$ cat src/hdl/mavg_pkg.sv
// Shared types and constants of the moving average filter.
// Used by the interfaces, the divider, the top level and the checker.
package mavg_pkg;

  localparam int unsigned DEFAULT_DEPTH    = 64;
  localparam int unsigned DEFAULT_SAMPLE_W = 32;
  localparam int unsigned CFG_W            = 7;
  localparam logic [CFG_W-1:0] WINDOW_RESET = 7'd64;

  typedef enum logic {
    OP_SAMPLE = 1'b0,
    OP_CLEAR  = 1'b1
  } opcode_t;

  typedef enum logic [2:0] {
    SEQ_IDLE,
    SEQ_READ,
    SEQ_ADD,
    SEQ_DIV_GO,
    SEQ_DIV_WAIT,
    SEQ_OUT
  } seq_state_t;

  typedef enum logic [2:0] {
    DIV_IDLE,
    DIV_ABS,
    DIV_ITER,
    DIV_SIGN,
    DIV_SAT,
    DIV_DONE
  } div_state_t;

endpackage

$ cat src/hdl/mavg_if.sv
// Valid/ready channel interfaces for the sample and average beats.
// Depends on mavg_pkg for the opcode type and default width.
interface mavg_in_if #(
  parameter int unsigned SAMPLE_W = mavg_pkg::DEFAULT_SAMPLE_W
) ();
  logic                   valid;
  logic                   ready;
  mavg_pkg::opcode_t      opcode;
  logic signed [SAMPLE_W-1:0] sample;

  modport source (output valid, output opcode, output sample, input ready);
  modport sink (input valid, input opcode, input sample, output ready);
endinterface

interface mavg_out_if #(
  parameter int unsigned SAMPLE_W = mavg_pkg::DEFAULT_SAMPLE_W
) ();
  logic                   valid;
  logic                   ready;
  logic signed [SAMPLE_W-1:0] average;

  modport source (output valid, output average, input ready);
  modport sink (input valid, input average, output ready);
endinterface

$ cat src/hdl/mavg_ram.sv
// Generic single-write, single-read RAM with a registered read port.
// No dependencies.
module mavg_ram #(
  parameter int unsigned WIDTH = 32,
  parameter int unsigned DEPTH = 64
) (
  input  logic                     clk,
  input  logic                     we,
  input  logic [$clog2(DEPTH)-1:0] waddr,
  input  logic [WIDTH-1:0]         wdata,
  input  logic                     re,
  input  logic [$clog2(DEPTH)-1:0] raddr,
  output logic [WIDTH-1:0]         rdata
);

  logic [WIDTH-1:0] mem [DEPTH];
  logic [WIDTH-1:0] rdata_r;

  always_ff @(posedge clk) begin
    if (we) begin
      mem[waddr] <= wdata;
    end
    if (re) begin
      rdata_r <= mem[raddr];
    end
  end

  assign rdata = rdata_r;

endmodule

$ cat src/hdl/mavg_divider.sv
// Iterative signed divider: running sum by window length, two quotient bits
// per cycle, truncation toward zero and saturation to the sample range.
// Depends on mavg_pkg for the state type.
module mavg_divider #(
  parameter int unsigned SUM_W = 38,
  parameter int unsigned LEN_W = 7,
  parameter int unsigned OUT_W = 32
) (
  input  logic                    clk,
  input  logic                    rst_n,
  input  logic                    start,
  input  logic signed [SUM_W-1:0] sum,
  input  logic [LEN_W-1:0]        den,
  output logic                    done,
  output logic signed [OUT_W-1:0] quotient
);

  localparam int unsigned DIV_W = SUM_W + (SUM_W % 2);
  localparam int unsigned STEPS = DIV_W / 2;
  localparam int unsigned CNT_W = $clog2(STEPS + 1);
  localparam int unsigned REM_W = LEN_W + 1;

  mavg_pkg::div_state_t state_r, state_nxt;

  logic [DIV_W-1:0] dvd_r;
  logic [LEN_W-1:0] den_r;
  logic [LEN_W-1:0] rem_r;
  logic [CNT_W-1:0] cnt_r;
  logic             neg_r;
  logic [DIV_W:0]   qs_r;
  logic [OUT_W-1:0] res_r;

  logic [REM_W-1:0] r1, r2, den_x;
  logic             q1, q2;
  logic [LEN_W-1:0] r1b, r2b;
  logic             in_range;

  assign den_x = {1'b0, den_r};
  assign r1    = {rem_r, dvd_r[DIV_W-1]};
  assign q1    = (r1 >= den_x);
  assign r1b   = q1 ? LEN_W'(r1 - den_x) : LEN_W'(r1);
  assign r2    = {r1b, dvd_r[DIV_W-2]};
  assign q2    = (r2 >= den_x);
  assign r2b   = q2 ? LEN_W'(r2 - den_x) : LEN_W'(r2);

  assign in_range = (&qs_r[DIV_W:OUT_W-1]) || (~|qs_r[DIV_W:OUT_W-1]);

  always_comb begin
    state_nxt = state_r;
    unique case (state_r)
      mavg_pkg::DIV_IDLE: if (start) state_nxt = mavg_pkg::DIV_ABS;
      mavg_pkg::DIV_ABS:  state_nxt = mavg_pkg::DIV_ITER;
      mavg_pkg::DIV_ITER: if (cnt_r == '0) state_nxt = mavg_pkg::DIV_SIGN;
      mavg_pkg::DIV_SIGN: state_nxt = mavg_pkg::DIV_SAT;
      mavg_pkg::DIV_SAT:  state_nxt = mavg_pkg::DIV_DONE;
      mavg_pkg::DIV_DONE: state_nxt = mavg_pkg::DIV_IDLE;
      default:            state_nxt = mavg_pkg::DIV_IDLE;
    endcase
  end

  always_comb begin
    unique case (state_r)
      mavg_pkg::DIV_DONE: done = 1'b1;
      default:            done = 1'b0;
    endcase
  end

  always_ff @(posedge clk) begin
    if (!rst_n) begin
      state_r <= mavg_pkg::DIV_IDLE;
    end else begin
      state_r <= state_nxt;
    end
  end

  always_ff @(posedge clk) begin
    case (state_r)
      mavg_pkg::DIV_IDLE: begin
        if (start) begin
          dvd_r <= DIV_W'(sum);
          neg_r <= sum[SUM_W-1];
          den_r <= den;
        end
      end
      mavg_pkg::DIV_ABS: begin
        if (neg_r) begin
          dvd_r <= -dvd_r;
        end
        rem_r <= '0;
        cnt_r <= CNT_W'(STEPS - 1);
      end
      mavg_pkg::DIV_ITER: begin
        dvd_r <= {dvd_r[DIV_W-3:0], q1, q2};
        rem_r <= r2b;
        cnt_r <= cnt_r - 1'b1;
      end
      mavg_pkg::DIV_SIGN: begin
        qs_r <= neg_r ? -{1'b0, dvd_r} : {1'b0, dvd_r};
      end
      mavg_pkg::DIV_SAT: begin
        if (in_range) begin
          res_r <= qs_r[OUT_W-1:0];
        end else if (qs_r[DIV_W]) begin
          res_r <= {1'b1, {(OUT_W-1){1'b0}}};
        end else begin
          res_r <= {1'b0, {(OUT_W-1){1'b1}}};
        end
      end
      default: ;
    endcase
  end

  assign quotient = res_r;

endmodule

$ cat src/hdl/moving_average_filter.sv
// Top level of the moving average filter: sequencer, running sum, sample ring.
// Depends on mavg_pkg, mavg_if, mavg_ram and mavg_divider.
//
// Use: in_bus carries one beat per item, opcode plus a signed sample; a
// sample beat returns the average of the last window_length samples on
// out_bus, a clear beat empties the window and returns zero. cfg_we with
// cfg_wdata sets window_length (zero acts as one, values above the ring
// depth act as the depth); write it only while no beat is in flight.
// A sample beat passes through the read, add, divide-start and divide-wait states;
// it waits until the divider, which retires two quotient bits per cycle, reports
// done, and then its result moves to the output state. A clear beat goes straight
// to the output state with a zero result. One beat is processed at a time,
// and in_ready returns once the result is handed to the output register, so a new
// beat is accepted only after the result of the last one has been handed on.
// Reset empties the window, zeroes the sum and sets window_length to 64; the
// average ramps up over the first window.
// A stalled receiver holds the result in the output register; the next beat
// is still accepted and its result waits until that register is free.
module moving_average_filter #(
  parameter int unsigned BUFFER_DEPTH = mavg_pkg::DEFAULT_DEPTH,
  parameter int unsigned SAMPLE_WIDTH = mavg_pkg::DEFAULT_SAMPLE_W
) (
  input  logic                       clk,
  input  logic                       rst_n,
  mavg_in_if.sink                    in_bus,
  mavg_out_if.source                 out_bus,
  input  logic                       cfg_we,
  input  logic [mavg_pkg::CFG_W-1:0] cfg_wdata
);

  localparam int unsigned IDX_W = $clog2(BUFFER_DEPTH);
  localparam int unsigned LEN_W = IDX_W + 1;
  localparam int unsigned SUM_W = SAMPLE_WIDTH + IDX_W;

  mavg_pkg::seq_state_t state_r, state_nxt;

  logic [mavg_pkg::CFG_W-1:0]  window_r;
  logic [IDX_W-1:0]            idx_r;
  logic [LEN_W-1:0]            fill_r;
  logic signed [SUM_W-1:0]     sum_r;
  logic [SAMPLE_WIDTH-1:0]     sample_r;
  logic signed [SAMPLE_WIDTH-1:0] res_r;
  logic signed [SAMPLE_WIDTH-1:0] avg_r;
  logic                        out_valid_r;

  logic [31:0]             len32;
  logic [LEN_W-1:0]        len_eff;
  logic [LEN_W-1:0]        idx_inc;
  logic                    slot_valid;
  logic                    accept;
  logic                    in_ready;
  logic                    ram_re;
  logic                    ram_we;
  logic                    div_start;
  logic                    out_load;
  logic [SAMPLE_WIDTH-1:0] ram_rdata;
  logic                    div_done;
  logic signed [SAMPLE_WIDTH-1:0] div_q;

  always_comb begin
    if (window_r == '0) begin
      len32 = 32'd1;
    end else if (32'(window_r) > BUFFER_DEPTH) begin
      len32 = 32'(BUFFER_DEPTH);
    end else begin
      len32 = 32'(window_r);
    end
  end

  assign len_eff    = len32[LEN_W-1:0];
  assign idx_inc    = {1'b0, idx_r} + 1'b1;
  assign slot_valid = ({1'b0, idx_r} < fill_r);
  assign accept     = in_bus.valid && in_ready;

  always_comb begin
    state_nxt = state_r;
    unique case (state_r)
      mavg_pkg::SEQ_IDLE: begin
        if (accept) begin
          state_nxt = (in_bus.opcode == mavg_pkg::OP_CLEAR) ? mavg_pkg::SEQ_OUT
                                                            : mavg_pkg::SEQ_READ;
        end
      end
      mavg_pkg::SEQ_READ:     state_nxt = mavg_pkg::SEQ_ADD;
      mavg_pkg::SEQ_ADD:      state_nxt = mavg_pkg::SEQ_DIV_GO;
      mavg_pkg::SEQ_DIV_GO:   state_nxt = mavg_pkg::SEQ_DIV_WAIT;
      mavg_pkg::SEQ_DIV_WAIT: if (div_done) state_nxt = mavg_pkg::SEQ_OUT;
      mavg_pkg::SEQ_OUT:      if (out_load) state_nxt = mavg_pkg::SEQ_IDLE;
      default:                state_nxt = mavg_pkg::SEQ_IDLE;
    endcase
  end

  always_comb begin
    in_ready  = 1'b0;
    ram_re    = 1'b0;
    ram_we    = 1'b0;
    div_start = 1'b0;
    out_load  = 1'b0;
    unique case (state_r)
      mavg_pkg::SEQ_IDLE: begin
        in_ready = 1'b1;
        ram_re   = 1'b1;
      end
      mavg_pkg::SEQ_ADD:    ram_we    = 1'b1;
      mavg_pkg::SEQ_DIV_GO: div_start = 1'b1;
      mavg_pkg::SEQ_OUT:    out_load  = !out_valid_r || out_bus.ready;
      default: ;
    endcase
  end

  always_ff @(posedge clk) begin
    if (!rst_n) begin
      state_r     <= mavg_pkg::SEQ_IDLE;
      window_r    <= mavg_pkg::WINDOW_RESET;
      idx_r       <= '0;
      fill_r      <= '0;
      sum_r       <= '0;
      out_valid_r <= 1'b0;
    end else begin
      state_r <= state_nxt;
      if (cfg_we) begin
        window_r <= cfg_wdata;
      end
      if (accept && (in_bus.opcode == mavg_pkg::OP_CLEAR)) begin
        idx_r  <= '0;
        fill_r <= '0;
        sum_r  <= '0;
      end
      if (state_r == mavg_pkg::SEQ_READ && slot_valid) begin
        sum_r <= sum_r - SUM_W'($signed(ram_rdata));
      end
      if (state_r == mavg_pkg::SEQ_ADD) begin
        sum_r <= sum_r + SUM_W'($signed(sample_r));
        idx_r <= (idx_inc >= len_eff) ? '0 : idx_inc[IDX_W-1:0];
        if (!slot_valid) begin
          fill_r <= idx_inc;
        end
      end
      if (out_load) begin
        out_valid_r <= 1'b1;
      end else if (out_bus.ready) begin
        out_valid_r <= 1'b0;
      end
    end
  end

  always_ff @(posedge clk) begin
    if (accept) begin
      sample_r <= in_bus.sample;
      res_r    <= '0;
    end
    if (state_r == mavg_pkg::SEQ_DIV_WAIT && div_done) begin
      res_r <= div_q;
    end
    if (out_load) begin
      avg_r <= res_r;
    end
  end

  mavg_ram #(
    .WIDTH (SAMPLE_WIDTH),
    .DEPTH (BUFFER_DEPTH)
  ) u_ring (
    .clk   (clk),
    .we    (ram_we),
    .waddr (idx_r),
    .wdata (sample_r),
    .re    (ram_re),
    .raddr (idx_r),
    .rdata (ram_rdata)
  );

  mavg_divider #(
    .SUM_W (SUM_W),
    .LEN_W (LEN_W),
    .OUT_W (SAMPLE_WIDTH)
  ) u_div (
    .clk      (clk),
    .rst_n    (rst_n),
    .start    (div_start),
    .sum      (sum_r),
    .den      (len_eff),
    .done     (div_done),
    .quotient (div_q)
  );

  assign in_bus.ready    = in_ready;
  assign out_bus.valid   = out_valid_r;
  assign out_bus.average = avg_r;

endmodule

$ cat src/flat_wrapper.sv
// flat-port wrapper written by rule: the top's interface ports become plain ports
module moving_average_filter_flat 
#(
  parameter int unsigned BUFFER_DEPTH = mavg_pkg::DEFAULT_DEPTH,
  parameter int unsigned SAMPLE_WIDTH = mavg_pkg::DEFAULT_SAMPLE_W
)
  (clk, rst_n, cfg_we, cfg_wdata, in_bus_valid, in_bus_opcode, in_bus_sample, in_bus_ready, out_bus_valid, out_bus_average, out_bus_ready);
  mavg_in_if in_bus_i ();
  mavg_out_if out_bus_i ();
  input  logic clk;
  input  logic rst_n;
  input  logic cfg_we;
  input  logic [mavg_pkg::CFG_W-1:0] cfg_wdata;
  input wire logic [$bits(in_bus_i.valid)-1:0] in_bus_valid;
  input wire logic [$bits(in_bus_i.opcode)-1:0] in_bus_opcode;
  input wire logic [$bits(in_bus_i.sample)-1:0] in_bus_sample;
  output wire logic [$bits(in_bus_i.ready)-1:0] in_bus_ready;
  output wire logic [$bits(out_bus_i.valid)-1:0] out_bus_valid;
  output wire logic [$bits(out_bus_i.average)-1:0] out_bus_average;
  input wire logic [$bits(out_bus_i.ready)-1:0] out_bus_ready;
  assign in_bus_i.valid = in_bus_valid;
  assign in_bus_i.opcode = in_bus_opcode;
  assign in_bus_i.sample = in_bus_sample;
  assign in_bus_ready = in_bus_i.ready;
  assign out_bus_valid = out_bus_i.valid;
  assign out_bus_average = out_bus_i.average;
  assign out_bus_i.ready = out_bus_ready;
  moving_average_filter #(.BUFFER_DEPTH(BUFFER_DEPTH), .SAMPLE_WIDTH(SAMPLE_WIDTH)) u_core (.clk(clk), .rst_n(rst_n), .in_bus(in_bus_i), .out_bus(out_bus_i), .cfg_we(cfg_we), .cfg_wdata(cfg_wdata));
endmodule
$ cat config.mk
export PLATFORM = sky130hd
export DESIGN_NAME = moving_average_filter_flat
export DESIGN_NICKNAME = d
export VERILOG_FILES = /design/src/hdl/mavg_pkg.sv /design/src/hdl/mavg_if.sv /design/src/hdl/mavg_ram.sv /design/src/hdl/mavg_divider.sv /design/src/hdl/moving_average_filter.sv /design/src/flat_wrapper.sv
export SDC_FILE = /design/constraint.sdc
export NUM_CORES = 2
export LEC_CHECK = 0
export BUFFER_PORTS_ARGS = -buffer_cell sky130_fd_sc_hd__buf_2
export CELL_PAD_IN_SITES_DETAIL_PLACEMENT = 1
export CELL_PAD_IN_SITES_GLOBAL_PLACEMENT = 2
export CORE_MARGIN = 3
export CORE_UTILIZATION = 35
export CTS_BUF_LIST = sky130_fd_sc_hd__clkbuf_2
export DETAILED_ROUTE_END_ITERATION = 8
export GPL_TIMING_DRIVEN = 0
export PLACE_DENSITY_LB_ADDON = 0.1
export SYNTH_ARGS = -nofsm -noshare
export SYNTH_HDL_FRONTEND = slang
export SYNTH_SLANG_ARGS = --single-unit
$ cat constraint.sdc
create_clock -name clk -period 5 [get_ports clk]
set_clock_uncertainty 0.15 [all_clocks]
set_input_delay 0.25 -clock clk [delete_from_list [all_inputs] [get_ports clk]]
set_output_delay 0.25 -clock clk [all_outputs]
set_load 0.01 [all_outputs]
==> results.py <==
metrics = {
    "outcome": {
        "outcome": "finished, violations left",
        "failed_checks": "max-capacitance violations, max-slew violations, negative setup slack",
    },
    "worst_setup_path": {
        "worst_ep_arrival_time_ns": 6.91,
        "timing_worst_setup_path_type": "reg2reg",
        "critical_path.endpoint_type": "flop",
        "timing.critical_path.required_ns": 6.69,
        "critical_path.max_fanout": 10,
        "start_kind": "flop",
    },
    "grt": {
        "wire_length_of_the_first_global_routing_pass_mm": 592,
        "vias_in_the_first_global_route": 63700,
        "groute.usage.overall_pct": 33.4,
        "grt_max_degree": 40,
        "grt_antenna_before_repair": 68,
        "globalRoute.totalOverflow": 0,
    },
    "power_and_ir_drop": {
        "clock_power_share_pct": 36.2,
        "cellLeakagePower_nw": 37.6,
        "vdd_ir_drop_max_mv": 0.216,
        "share_seq_of_total_power_pct": 55.1,
        "p_sw_w": 0.0115,
        "swShare_pct": 28.2,
        "power-per-cell-area_nw_per_um2": 363,
        "power.share.combinational_pct": 8.6,
        "internal_power_w": 0.0292,
    },
    "die": {
        "core_area_um2": 260000,
        "floorplan.rows": 187,
        "fp.dieArea_um2": 267000,
        "start_util_pct": 35.2,
        "io_pins": 79,
        "floorplan.die.height_um": 517,
        "die_w_um": 517,
    },
    "routing": {
        "number_of_remaining_drc_errors": 0,
        "drt_iter0_markers": 11100,
        "avgRoutedWirePerCell_um": 42.7,
        "detail-route-antenna-nets": 0,
        "avgViaCountPerCell": 6.24,
        "routed_wirelength_mm": 457,
        "dr.pass1.iters": 7,
        "routed-via-count": 66800,
    },
    "clock_tree": {
        "cts_tree": "built",
        "clkTransAtPathRegs_ns": 0.11,
        "cts_num_sinks": 2370,
        "cts_root_buf": "sky130_fd_sc_hd__clkbuf_2",
        "htree_num_levels": 6,
        "cts.path.max_buffers": 4,
        "num_cts_buffers": 640,
        "clk_latency_worst_skew_pair_ns": 2.23,
    },
    "synth": {
        "post_synth_edffs": 2305,
        "post_synth_inst_count": 5564,
        "synth.avg_cell_area_um2": 16.4,
        "ys.flop_type": "sky130_fd_sc_hd__edfxtp_1",
        "seq_area_frac_synth_pct": 77.1,
        "number_of_different_library_cells_in_the_post_synthesis_netlist": 65,
        "synth_seq_cells": 2370,
        "postSynth.asyncResetShare_pct": 0,
        "netlist_area_um2": 91400,
        "ys.warnings.count": 0,
        "postSynthNetCount": 5716,
    },
    "placement": {
        "place.port_buffers": 76,
        "gpl.final_weighted_congestion": 0.887,
        "dpl_cell_area_um2": 102000,
        "detailedPlace.worstSlack_ns": -2.04,
        "dp_hpwl_mm": 311,
    },
    "finish": {
        "drive_above_1_share_pct": 25.3,
        "final_core_util_pct": 43.2,
        "finalNetCount": 6948,
        "final_cell_area_um2": 112000,
        "area_overhead_vs_synth_pct": 22.6,
    },
    "timing": {
        "final-setup-viol-count": 90,
        "clock.fmax_mhz": 191,
        "timing.slew.headroom_pct": -0.922,
        "tightest_slew_ns": 1.51,
        "final.period_utilization_pct": 104,
        "hold_viol_final": 0,
        "setup_repair_after_global_routing_missed_its_margin": "yes",
        "finalWorstSetupSlack_ns": -0.223,
        "period_needed_ns": 5.22,
        "finalMaxSlewViolations": 22,
    },
    "run": {
        "max_cap_viol_count": 2,
    },
    "worst_hold_path": {
        "holdCritPathClass": "reg2reg",
    },
}
-- metal layers --
layer / track usage (%) / share of wire [%] / vias up / wire [um]
met1: 43.9 / 38 / 35200 / 173000
met5: 0 / 0.043 / - / 196
li1: - / - / 25800 / -
met3: 9.97 / 12 / 947 / 56700
met2: 51.0 / 44 / 4906 / 203000
met4: 14.7 / 5.2 / 12 / 23600
-- worst paths after layout --
check / startpoint / to / slack, ns / depth (start not counted)
worst max-delay path: u_core.idx_r[0] / u_core.u_ring.rdata[7] / -0.22 / 9
worst min-delay path: u_core.res_r[17] / u_core.out_bus.average[17] / 0.24 / 0
worst max register to register: u_core.idx_r[0] / u_core.u_ring.rdata[7] / -0.22 / 9
worst min register to register: u_core.res_r[17] / u_core.out_bus.average[17] / 0.24 / 0
-- placed cells by master, fill, tap and decap left out, types with 66 or more instances in the layout --
master                          netlist  routed
sky130_fd_sc_hd__buf_12               0     126
sky130_fd_sc_hd__nand3_1             76      76
sky130_fd_sc_hd__buf_16               0     115
sky130_fd_sc_hd__xnor2_1            105     105
sky130_fd_sc_hd__a22o_1             205     205
sky130_fd_sc_hd__dlygate4sd3_1        0     179
sky130_fd_sc_hd__nor2_1             158      92
sky130_fd_sc_hd__edfxtp_1          2305    2305
sky130_fd_sc_hd__ha_1               103     103
sky130_fd_sc_hd__buf_2                2      97
sky130_fd_sc_hd__nor2_4               0      66
sky130_fd_sc_hd__a21oi_1            176     161
sky130_fd_sc_hd__inv_1               81      81
sky130_fd_sc_hd__a31oi_1            211     182
sky130_fd_sc_hd__clkbuf_1           294     143
sky130_fd_sc_hd__a22oi_1            668     668
sky130_fd_sc_hd__buf_4                0      87
sky130_fd_sc_hd__nand2_1            162     154
sky130_fd_sc_hd__a221oi_1           207     202
sky130_fd_sc_hd__o21ai_0            135     133
sky130_fd_sc_hd__nand4_1             75      75
sky130_fd_sc_hd__clkbuf_2             0    1099
-- metrics by stage --
stage               std cells  total power, W  hold WS (ns)  setup TNS (ns)
floorplan                5564          0.0241         0.199               0
global placement         9042          0.0256         0.253               -
detailed placement       9278          0.0261         0.256        -2453.05
CTS                     10700          0.0406      0.000872               0
global route            10700          0.0419         0.162          -0.501
finish                  10700          0.0406         0.236           -4.81
-- state kept, by name, summed over array words and instances (netlist names), 32 cells and up --
register,count
u_core.out_bus.average,32
u_core.u_ring.rdata,32
u_core.u_div.qs_r,39
u_core.u_ring.mem,2048
u_core.res_r,32
u_core.sum_r,38
u_core.u_div.dvd_r,38
u_core.u_div.quotient,32
u_core.sample_r,32
-- worst max-delay path, cell delays in order (launching register included) --
cell	delay [ns]
sky130_fd_sc_hd__dfxtp_1	0.39
sky130_fd_sc_hd__clkbuf_1	0.29
sky130_fd_sc_hd__nor3_2	0.64
sky130_fd_sc_hd__clkbuf_2	0.65
sky130_fd_sc_hd__clkdlybuf4s18_2	0.77
sky130_fd_sc_hd__clkbuf_4	0.59
sky130_fd_sc_hd__a22oi_1	0.19
sky130_fd_sc_hd__a31oi_2	0.59
sky130_fd_sc_hd__nor4_1	0.10
sky130_fd_sc_hd__nand2_1	0.46
-- cell families (layout without fill, tap and decap cells) --
| family | Yosys count | in the layout | share of synthesized area [%] |
|---|---|---|---|
| DFF | 2370 | 2370 | 77.1 |
| AOI/OAI and AO/OA | 1761 | 1761 | 13.9 |
| and+or+nand+nor | 727 | 727 | 4.04 |
| buffers and inverters | 434 | 2144 | 1.78 |
| xor gates and xnor gates | 152 | 152 | 1.46 |
| adders and majority gates | 107 | 107 | 1.50 |
| muxes | 13 | 13 | 0.145 |
| other | 0 | 27 | 0 |
-- cell type report --
cell class	instances	area [um^2]
timing repair buffer	593	8720
antenna	27	67.6
fill	25800	148000
buffer	350	1850
sequential	2370	70500
inverter	81	304
tap	3402	4260
clock buffer	991	4960
multi-input combinational	2760	20400
clock inverter	129	970
-- Yosys cell counts, drive strengths merged, types with 6 or more instances --
cell | n | area [um^2]
mux2i | 11 | 110
o21bai | 13 | 97.6
a21oi | 176 | 881
or4 | 6 | 48.8
nor4 | 42 | 275
nor2b | 32 | 200
inv | 81 | 304
a31oi | 211 | 1320
xnor2 | 105 | 920
dfxtp | 65 | 1300
a211oi | 9 | 67.6
a21boi | 13 | 97.6
buf | 59 | 224
o21ai | 137 | 686
clkbuf | 294 | 1100
nand3b | 6 | 45.0
a22o | 205 | 1800
nand2 | 162 | 608
nor2 | 158 | 593
a21o | 47 | 353
or3 | 22 | 148
nand2b | 33 | 206
o211ai | 10 | 75.1
a221oi | 207 | 1810
edfxtp | 2305 | 69200
o21a | 8 | 60.1
xor2 | 47 | 412
o22ai | 7 | 43.8
a22oi | 668 | 5010
o221ai | 9 | 78.8
o31ai | 6 | 45.0
and3 | 15 | 93.8
ha | 103 | 1290
nor3b | 10 | 75.1
and2 | 52 | 325
nand3 | 76 | 380
nor3 | 27 | 135
nand4 | 75 | 469
-- timing repair --
| action | 4_1_cts | 5_1_grt |
|---|---|---|
| pin swaps | 49 | 4 |
| endpoints found under the hold margin | 193 | 0 |
| resized for setup | 210 | 93 |
| hold buffers | 179 | 0 |
| endpoints found under the setup margin | 2086 | 140 |
| buffers inserted | 94 | 7 |
-- power groups by stage --
stage,Clock (W),Sequential (W),Combinational [W]
after global placement,0,0.0235,0.00211
after floorplan,0,0.0229,0.00116
after CTS,0.0148,0.0224,0.00341
final,0.0147,0.0224,0.00350
after global routing,0.0159,0.0224,0.00363
after detailed placement,0,0.0229,0.00325
No activity file was read; power rests on OpenSTA's default activity.
